==> config.mk <==
export PLATFORM = sky130hd
export DESIGN_NAME = target_allowlist_with_replay_guard_core
export DESIGN_NICKNAME = d
export VERILOG_FILES = /design/src/rtl/tal_pkg.sv /design/src/rtl/target_allowlist_with_replay_guard_core.sv /design/src/rtl/tal_store.sv /design/src/rtl/tal_ctrl.sv
export SDC_FILE = /design/constraint.sdc
export NUM_CORES = 2
export LEC_CHECK = 0
export BUFFER_PORTS_ARGS = -buffer_cell sky130_fd_sc_hd__buf_2
export CAP_MARGIN = 20
export CORE_MARGIN = 2
export CORE_UTILIZATION = 40
export DETAILED_ROUTE_END_ITERATION = 7
export GPL_TIMING_DRIVEN = 0
export SLEW_MARGIN = 20
export SYNTH_ARGS = -nofsm -noshare
export SYNTH_HDL_FRONTEND = slang
export SYNTH_SLANG_ARGS = --single-unit
==> constraint.sdc <==
create_clock -name clk -period 7.2 [get_ports clk]
set_clock_uncertainty 0.1 [all_clocks]
set_input_delay 0.72 -clock clk [delete_from_list [all_inputs] [get_ports clk]]
set_output_delay 0.72 -clock clk [all_outputs]
set_load 0.05 [all_outputs]
==> src/rtl/tal_pkg.sv <==
`timescale 1ns / 1ps
package tal_pkg;

  // table depth and derived widths
  localparam int MAX_ENTRIES = 16;
  localparam int CNT_W = $clog2(MAX_ENTRIES + 1);
  localparam int IDX_W = (MAX_ENTRIES > 1) ? $clog2(MAX_ENTRIES) : 1;
  localparam int KEY_W = 64;
  localparam int OUT_CNT_W = 5;

  // operation codes
  localparam logic [1:0] OP_ADD   = 2'd0;
  localparam logic [1:0] OP_CHECK = 2'd1;
  localparam logic [1:0] OP_CLEAR = 2'd2;

  // status codes
  localparam logic [1:0] ST_OK       = 2'd0;
  localparam logic [1:0] ST_AUTHFAIL = 2'd1;
  localparam logic [1:0] ST_FULL     = 2'd2;
  localparam logic [1:0] ST_REPLAY   = 2'd3;

  // write port of the entry store
  typedef struct packed {
    logic             en;
    logic [IDX_W-1:0] addr;
    logic [KEY_W-1:0] id;
    logic [KEY_W-1:0] nonce;
  } tal_wr_t;

  // finished result handed to the output stage
  typedef struct packed {
    logic                 valid;
    logic [1:0]           status;
    logic                 found;
    logic [OUT_CNT_W-1:0] count;
    logic                 loaded;
  } tal_res_t;

  // low bits of the fill count as reported on the result
  function automatic logic [OUT_CNT_W-1:0] count_out(input logic [CNT_W-1:0] c);
    logic [CNT_W+OUT_CNT_W-1:0] w;
    w = {{OUT_CNT_W{1'b0}}, c};
    return w[OUT_CNT_W-1:0];
  endfunction

endpackage

==> src/rtl/target_allowlist_with_replay_guard_core.sv <==
`timescale 1ns / 1ps
// Allow-list of device identifiers with a nonce replay guard.
// Input channel (in_*): one request per item, operation 0 adds an
// identifier/nonce pair, 1 checks an identifier, 2 clears the table.
// The add carries the authentication result as in_auth_passed.
// Result channel (out_*): exactly one result per request, in order, with
// status, id_found, the entry count after the request and a loaded flag.
// Requests that need no search (clear, unused codes, failed authentication,
// full table) go straight to the done state; a search ends early on a match.
// The single 64-bit comparator walks the entry store one entry per cycle, so
// one request is in work at a time and in_stall stays high until its result
// is in the output register. The output register lets the next request be
// accepted while a result waits. When out_stall is high the result holds,
// and while the output register is full a finished search waits inside the
// block.
// Reset (rst_n low, synchronous) empties the table and drops any pending
// result; entry contents are not cleared, only the fill count.
module target_allowlist_with_replay_guard_core (
  input  logic        clk,
  input  logic        rst_n,
  input  logic        in_valid,
  output logic        in_stall,
  input  logic [1:0]  in_operation,
  input  logic [63:0] in_device_id,
  input  logic [63:0] in_record_nonce,
  input  logic        in_auth_passed,
  output logic        out_valid,
  input  logic        out_stall,
  output logic [1:0]  out_status,
  output logic        out_id_found,
  output logic [4:0]  out_entry_count,
  output logic        out_loaded
);
  import tal_pkg::*;

  tal_wr_t          wr;
  tal_res_t         res;
  logic [IDX_W-1:0] rd_addr;
  logic [KEY_W-1:0] rd_id;
  logic [KEY_W-1:0] rd_nonce;
  logic             res_take;

  logic       out_valid_r;
  logic [1:0] status_r;
  logic       found_r;
  logic [4:0] count_r;
  logic       loaded_r;

  tal_ctrl u_ctrl (
    .clk       (clk),
    .rst_n     (rst_n),
    .req_valid (in_valid),
    .req_stall (in_stall),
    .req_op    (in_operation),
    .req_id    (in_device_id),
    .req_nonce (in_record_nonce),
    .req_auth  (in_auth_passed),
    .wr        (wr),
    .rd_addr   (rd_addr),
    .rd_id     (rd_id),
    .rd_nonce  (rd_nonce),
    .res       (res),
    .res_take  (res_take)
  );

  tal_store u_store (
    .clk      (clk),
    .wr       (wr),
    .rd_addr  (rd_addr),
    .rd_id    (rd_id),
    .rd_nonce (rd_nonce)
  );

  // output register loads when empty or being drained
  assign res_take = res.valid && (!out_valid_r || !out_stall);

  always_ff @(posedge clk) begin
    if (!rst_n) begin
      out_valid_r <= 1'b0;
    end else if (res_take) begin
      out_valid_r <= 1'b1;
    end else if (!out_stall) begin
      out_valid_r <= 1'b0;
    end
  end

  always_ff @(posedge clk) begin
    if (res_take) begin
      status_r <= res.status;
      found_r  <= res.found;
      count_r  <= res.count;
      loaded_r <= res.loaded;
    end
  end

  assign out_valid       = out_valid_r;
  assign out_status      = status_r;
  assign out_id_found    = found_r;
  assign out_entry_count = count_r;
  assign out_loaded      = loaded_r;

endmodule

==> src/rtl/tal_store.sv <==
`timescale 1ns / 1ps
module tal_store (
  input  logic                    clk,
  input  tal_pkg::tal_wr_t        wr,
  input  logic [tal_pkg::IDX_W-1:0] rd_addr,
  output logic [tal_pkg::KEY_W-1:0] rd_id,
  output logic [tal_pkg::KEY_W-1:0] rd_nonce
);
  import tal_pkg::*;

  logic [KEY_W-1:0] ids_mem    [MAX_ENTRIES];
  logic [KEY_W-1:0] nonces_mem [MAX_ENTRIES];
  logic [KEY_W-1:0] rd_id_r;
  logic [KEY_W-1:0] rd_nonce_r;

  // append port
  always_ff @(posedge clk) begin
    if (wr.en) begin
      ids_mem[wr.addr]    <= wr.id;
      nonces_mem[wr.addr] <= wr.nonce;
    end
  end

  // registered read, one entry per cycle
  always_ff @(posedge clk) begin
    rd_id_r    <= ids_mem[rd_addr];
    rd_nonce_r <= nonces_mem[rd_addr];
  end

  assign rd_id    = rd_id_r;
  assign rd_nonce = rd_nonce_r;

endmodule

==> src/rtl/tal_ctrl.sv <==
`timescale 1ns / 1ps
module tal_ctrl (
  input  logic                      clk,
  input  logic                      rst_n,
  input  logic                      req_valid,
  output logic                      req_stall,
  input  logic [1:0]                req_op,
  input  logic [tal_pkg::KEY_W-1:0] req_id,
  input  logic [tal_pkg::KEY_W-1:0] req_nonce,
  input  logic                      req_auth,
  output tal_pkg::tal_wr_t          wr,
  output logic [tal_pkg::IDX_W-1:0] rd_addr,
  input  logic [tal_pkg::KEY_W-1:0] rd_id,
  input  logic [tal_pkg::KEY_W-1:0] rd_nonce,
  output tal_pkg::tal_res_t         res,
  input  logic                      res_take
);
  import tal_pkg::*;

  localparam logic [1:0] S_IDLE = 2'd0;
  localparam logic [1:0] S_SCAN = 2'd1;
  localparam logic [1:0] S_DONE = 2'd2;

  logic [1:0]       state_r, state_nxt;
  logic [CNT_W-1:0] count_r, count_nxt;
  logic [CNT_W-1:0] idx_r, idx_nxt;
  logic             cmp_v_r, cmp_v_nxt;
  logic             is_add_r, is_add_nxt;
  logic [KEY_W-1:0] key_r, key_nxt;
  logic [KEY_W-1:0] id_r, id_nxt;
  logic [1:0]       status_r, status_nxt;
  logic             found_r, found_nxt;
  logic [KEY_W-1:0] cmp_data;
  logic             hit;

  // shared comparator: stored nonce for add, stored identifier for check
  assign cmp_data = is_add_r ? rd_nonce : rd_id;
  assign hit      = cmp_v_r && (cmp_data == key_r);

  assign rd_addr   = idx_r[IDX_W-1:0];
  assign req_stall = (state_r != S_IDLE);

  // sequencer
  always_comb begin
    state_nxt  = state_r;
    count_nxt  = count_r;
    idx_nxt    = idx_r;
    cmp_v_nxt  = 1'b0;
    is_add_nxt = is_add_r;
    key_nxt    = key_r;
    id_nxt     = id_r;
    status_nxt = status_r;
    found_nxt  = found_r;
    wr.en      = 1'b0;
    wr.addr    = count_r[IDX_W-1:0];
    wr.id      = id_r;
    wr.nonce   = key_r;
    unique case (state_r)
      S_IDLE: begin
        if (req_valid) begin
          status_nxt = ST_OK;
          found_nxt  = 1'b0;
          idx_nxt    = '0;
          id_nxt     = req_id;
          unique case (req_op)
            OP_ADD: begin
              is_add_nxt = 1'b1;
              key_nxt    = req_nonce;
              if (!req_auth) begin
                status_nxt = ST_AUTHFAIL;
                state_nxt  = S_DONE;
              end else if (count_r >= CNT_W'(MAX_ENTRIES)) begin
                status_nxt = ST_FULL;
                state_nxt  = S_DONE;
              end else begin
                state_nxt = S_SCAN;
              end
            end
            OP_CHECK: begin
              is_add_nxt = 1'b0;
              key_nxt    = req_id;
              state_nxt  = S_SCAN;
            end
            OP_CLEAR: begin
              count_nxt = '0;
              state_nxt = S_DONE;
            end
            default: begin
              state_nxt = S_DONE;
            end
          endcase
        end
      end
      S_SCAN: begin
        priority if (hit) begin
          if (is_add_r) begin
            status_nxt = ST_REPLAY;
          end else begin
            found_nxt = 1'b1;
          end
          state_nxt = S_DONE;
        end else if (idx_r < count_r) begin
          idx_nxt   = idx_r + 1'b1;
          cmp_v_nxt = 1'b1;
        end else begin
          // every stored entry compared without a match
          if (is_add_r) begin
            wr.en     = 1'b1;
            count_nxt = count_r + 1'b1;
          end
          state_nxt = S_DONE;
        end
      end
      S_DONE: begin
        if (res_take) begin
          state_nxt = S_IDLE;
        end
      end
      default: begin
        state_nxt = S_IDLE;
      end
    endcase
  end

  // result view
  always_comb begin
    res.valid  = (state_r == S_DONE);
    res.status = status_r;
    res.found  = found_r;
    res.count  = count_out(count_r);
    res.loaded = (count_r != '0);
  end

  // control state
  always_ff @(posedge clk) begin
    if (!rst_n) begin
      state_r <= S_IDLE;
      count_r <= '0;
      cmp_v_r <= 1'b0;
    end else begin
      state_r <= state_nxt;
      count_r <= count_nxt;
      cmp_v_r <= cmp_v_nxt;
    end
  end

  // working registers
  always_ff @(posedge clk) begin
    idx_r    <= idx_nxt;
    is_add_r <= is_add_nxt;
    key_r    <= key_nxt;
    id_r     <= id_nxt;
    status_r <= status_nxt;
    found_r  <= found_nxt;
  end

endmodule
==> summary.txt <==
Routing
  – WL per Instance: 31.88 um
  – Routed WL: 222700 um
  – Number of DRC markers in iteration 0: 4570
  – Residual DRC: 0
  – Drt first pass iters: 5
  – Vias post-DR: 39221
  – Vias per inst: 5.614
  – Antenna viol nets, final: 0

Clock tree
  – CTS root buf: clkbuf_16
  – Clk pin slew, worst setup/hold paths: 60 ps
  – CTS tree: yes
  – Post CTS Setup Buffer Count: 0
  – Longest Clk Path Bufs: 3
  – H-tree depth: 4
  – Worst-skew pair later-pin latency: between 800 and 900 ps
  – CTS Buf Count: 216
  – CTS sink count: ~2300

Timing
  – Fin crit share: 0.8142
  – Final Hold Viols: 0
  – Worst slew margin: 0.2813
  – Unrepaired setup endpoints after global routing: false
  – Post-route minimum period: 5863 ps
  – Worst Tran Pin Value: 1068 ps
  – Pins Over Slew Limit: 0
  – Setup ws final: around 1300 ps
  – Fmax: 170.6 MHz
  – Final setup viols: 0

Critical path
  – R2R depth: 15
  – Worst Setup SP: u_ctrl.is_add_r$_DFFE_PP_
  – R2r startpoint: u_ctrl.is_add_r$_DFFE_PP_
  – Critical path's top delay family: simple AND/OR/NAND/NOR gates
  – Crit path max fanout: 31
  – Critical path cell sequence: buf_6, buf_6, buf_4, mux2i_1, o22ai_1, nor4_1, nand3_1, nor4_1, or3b_4, nor2b_4, buf_6, and3_4, buf_16, buf_16, buf_12
  – CP max stage cell: nor4_1
  – Critical Path Start Type: flop
  – Critical setup path kind: reg2reg
  – Crit end category: flop
  – Crit Reg-Reg Endpoint: u_store.ids_mem[1][22]$_DFFE_PP_
  – Critical path depth in cells: 15
  – Worst Path Required: between 7000 and 8000 ps
  – WP data arrival: 6330 ps
  – Critical path buffers and inverters: 7
  – Most used cell, CP: buf_6
  – Critical Path Max Stage Delay: 710 ps
  – Worst reg-to-reg setup slack: around 1300 ps

Run status
  – Status: complete, no violations

Synth
  – Synth Warn #: 0
  – Synth Cell Area: 86470 um^2
  – Seq cells post-synth: about 2300
  – Most used DFF post-synth: edfxtp_1
  – Synthesized area per cell: 24.98 um^2
  – Gate count after technology mapping: roughly 3500
  – FFs w/ async S/R, synth: 0
  – Number of synthesized flops with an enable pin: 2194
  – Register area share after synthesis: 0.7936
  – Syn Nets: ~3600
  – Synth unique cells: 49

Run
  – Max-cap violations: 0

Layout
  – Finished Cell Area: 100300 um^2
  – P&R area growth vs syn: 16.03%
  – Share of cells above drive strength 1: 0.3252
  – Fillers: 17438
  – Commonest non-fill, non-tap cell in the layout: edfxtp_1
  – Register Area: 68630 um^2
  – Most frequent cells in the layout: edfxtp_1 (2194), mux4_2 (640), clkbuf_16 (224)
  – Area of the multi-input gates: approximately 17000 um^2
  – Final net count: 4091

Floorplan
  – Die ar.: 219900 um^2
  – FP Rows: 170
  – Io pins: 146
  – Starting Density: 0.4025
  – Die Ht: around 470 um
  – Core Box Area: 214800 um^2
  – Die width: 468.9 um

Global route
  – Vias in the first global route: 39530
  – Initial antenna violation count: 14
  – First-pass GRT wire length: 309300 um
  – Pin count of the biggest net entering global routing: 46
  – Total grt overflow: 0
  – Total GRT Usage: 0.2027

Place
  – PortBufs: 145
  – GP Congestion: 0.7545
  – Placed Area: 92820 um^2
  – HPWL after DPL: 139900 um
  – Post-Place Worst Slack: 1432 ps

Power and ir drop
  – Maximum VDD drop: 0.0002169 V
  – Power density over the cells: 287.7 nW/um^2
  – LEAKAGE: 31.40 nW

Hold path
  – Worst min path class: in2reg
  – Worst Hold Depth: 1
  – WHS Endpoint: u_ctrl.id_r[58]$_DFFE_PP_
  – Hold path start: in_device_id[58]
[flip-flops by register name, indices dropped and copies added, names as in the netlist, 2 cells and up]
register / flops
u_store.ids_mem: 1024
u_store.rd_id: 64
u_ctrl.status_r: 2
u_ctrl.idx_r: 5
out_status: 2
u_ctrl.key_r: 64
u_ctrl.count_r: 5
u_store.rd_nonce: 64
u_store.nonces_mem: 1024
u_ctrl.id_r: 64
out_entry_count: 5
u_ctrl.state_r: 2
[worst max path at each step]
stage                                   endpoint  slack [ps]
3_3_place_gp   u_store.ids_mem[11][20]$_DFFE_PP_       -4370
4_1_cts         u_store.ids_mem[2][21]$_DFFE_PP_        1400
2_1_floorplan   u_store.ids_mem[11][0]$_DFFE_PP_        1570
3_5_place_dp    u_store.ids_mem[2][20]$_DFFE_PP_        1430
6_report        u_store.ids_mem[1][22]$_DFFE_PP_        1340
5_1_grt         u_store.ids_mem[7][21]$_DFFE_PP_        1270
[kinds of logic (layout without fill, tap and decap cells)]
logic type | after synthesis | after routing | share of synthesized area
adders and majority gates | 9 | 9 | 0.001302
buffers and inverters | 172 | 853 | 0.008103
muxes | 768 | 768 | 0.1824
xor gates and xnor gates | 61 | 61 | 0.006179
other | 0 | 6 | 0
AOI/OAI and AO/OA | 35 | 35 | 0.002836
DFF | 2331 | 2331 | 0.7936
and+or+nand+nor | 85 | 85 | 0.005498
[Yosys cell counts, types with 2 or more instances]
master    instances  area (um^2)
inv_1            11        41.29
a21oi_1           9        45.04
o21ai_0           4        20.02
xor2_1            3        26.28
o31ai_1           3        22.52
nand2b_1          3        18.77
nand4_1           3        18.77
or3_1             3        18.77
clkbuf_1        105        394.1
mux2i_1          64        640.6
edfxtp_1       2194        65880
o22ai_1           3        18.77
nand3_1           8        40.04
nor2_1           18        67.56
mux2_2           64        720.7
dfxtp_1         137         2743
buf_6             5        56.30
mux4_2          640        14410
buf_2             2        10.01
a211oi_1          2        15.01
and2_1            3        18.77
buf_1            46        172.7
nor4_1           14        87.58
xnor2_1          58        508.0
nand2_1           9        33.78
nor3_1            2        10.01
ha_1              9        112.6
and3_1           15        93.84
nor2b_1           2        12.51
a22oi_1           3        22.52
[where the power goes]
part / total (mW) / switching (mW) / leakage [nW] / internal (mW)
clock network: 11.3 / 4.91 / 3.44 / 6.39
logic: 2.13 / 1.16 / 7.02 / 0.967
registers: 15.4 / 0.322 / 20.9 / 15.1
total: 28.9 / 6.39 / 31.4 / 22.5
[stage by stage]
step | power, mW | utilization | cells | setup TNS, ps | hold WS [ps]
floorplan | 16.89 | - | 3461 | 0 | 300.3
global placement | 17.82 | 0.4224 | 6444 | -8569400 | 306.2
detailed placement | 17.87 | 0.4321 | 6522 | 0 | 332.6
CTS | 29.08 | 0.4669 | 6980 | 0 | 1.235
global route | 29.67 | 0.4670 | 6982 | 0 | 16.84
finish | 28.86 | 0.4670 | 6986 | 0 | 60.07
[repair_timing]
item / in CTS / in global routing
hold buffers: 45 / 0
resized for setup: 0 / 0
hold endpoints to repair: 45 / 0
[routing by layer]
layer,vias up,part of all wire,track usage,wire (um)
met2,1456,0.49,0.3341,110200
met5,-,0,0,0
li1,15898,-,-,-
met1,21580,0.41,0.2813,91890
met3,287,0.069,0.03628,15280
met4,0,0.024,0.04968,5403
[cell type report]
type | instances | share of cell area
Buffer | 160 | 0.007432
Antenna cell | 6 | 0.0001496
Multi-Input combinational cell | 958 | 0.1718
Clock inverter | 94 | 0.007794
Timing Repair Buffer | 268 | 0.03076
Tap cell | 2838 | 0.03539
Inverter | 12 | 0.0004988
Sequential cell | 2331 | 0.6840
Clock buffer | 319 | 0.06222
[worst reg2reg max path: cells and delay by family (launching register included)]
kind	cells	cell delay [ps]
simple gates	6	2480
compound gates	1	170
flops	1	350
mux	1	620
buf+inv	7	1830
(Power assumes the default switching activity.)
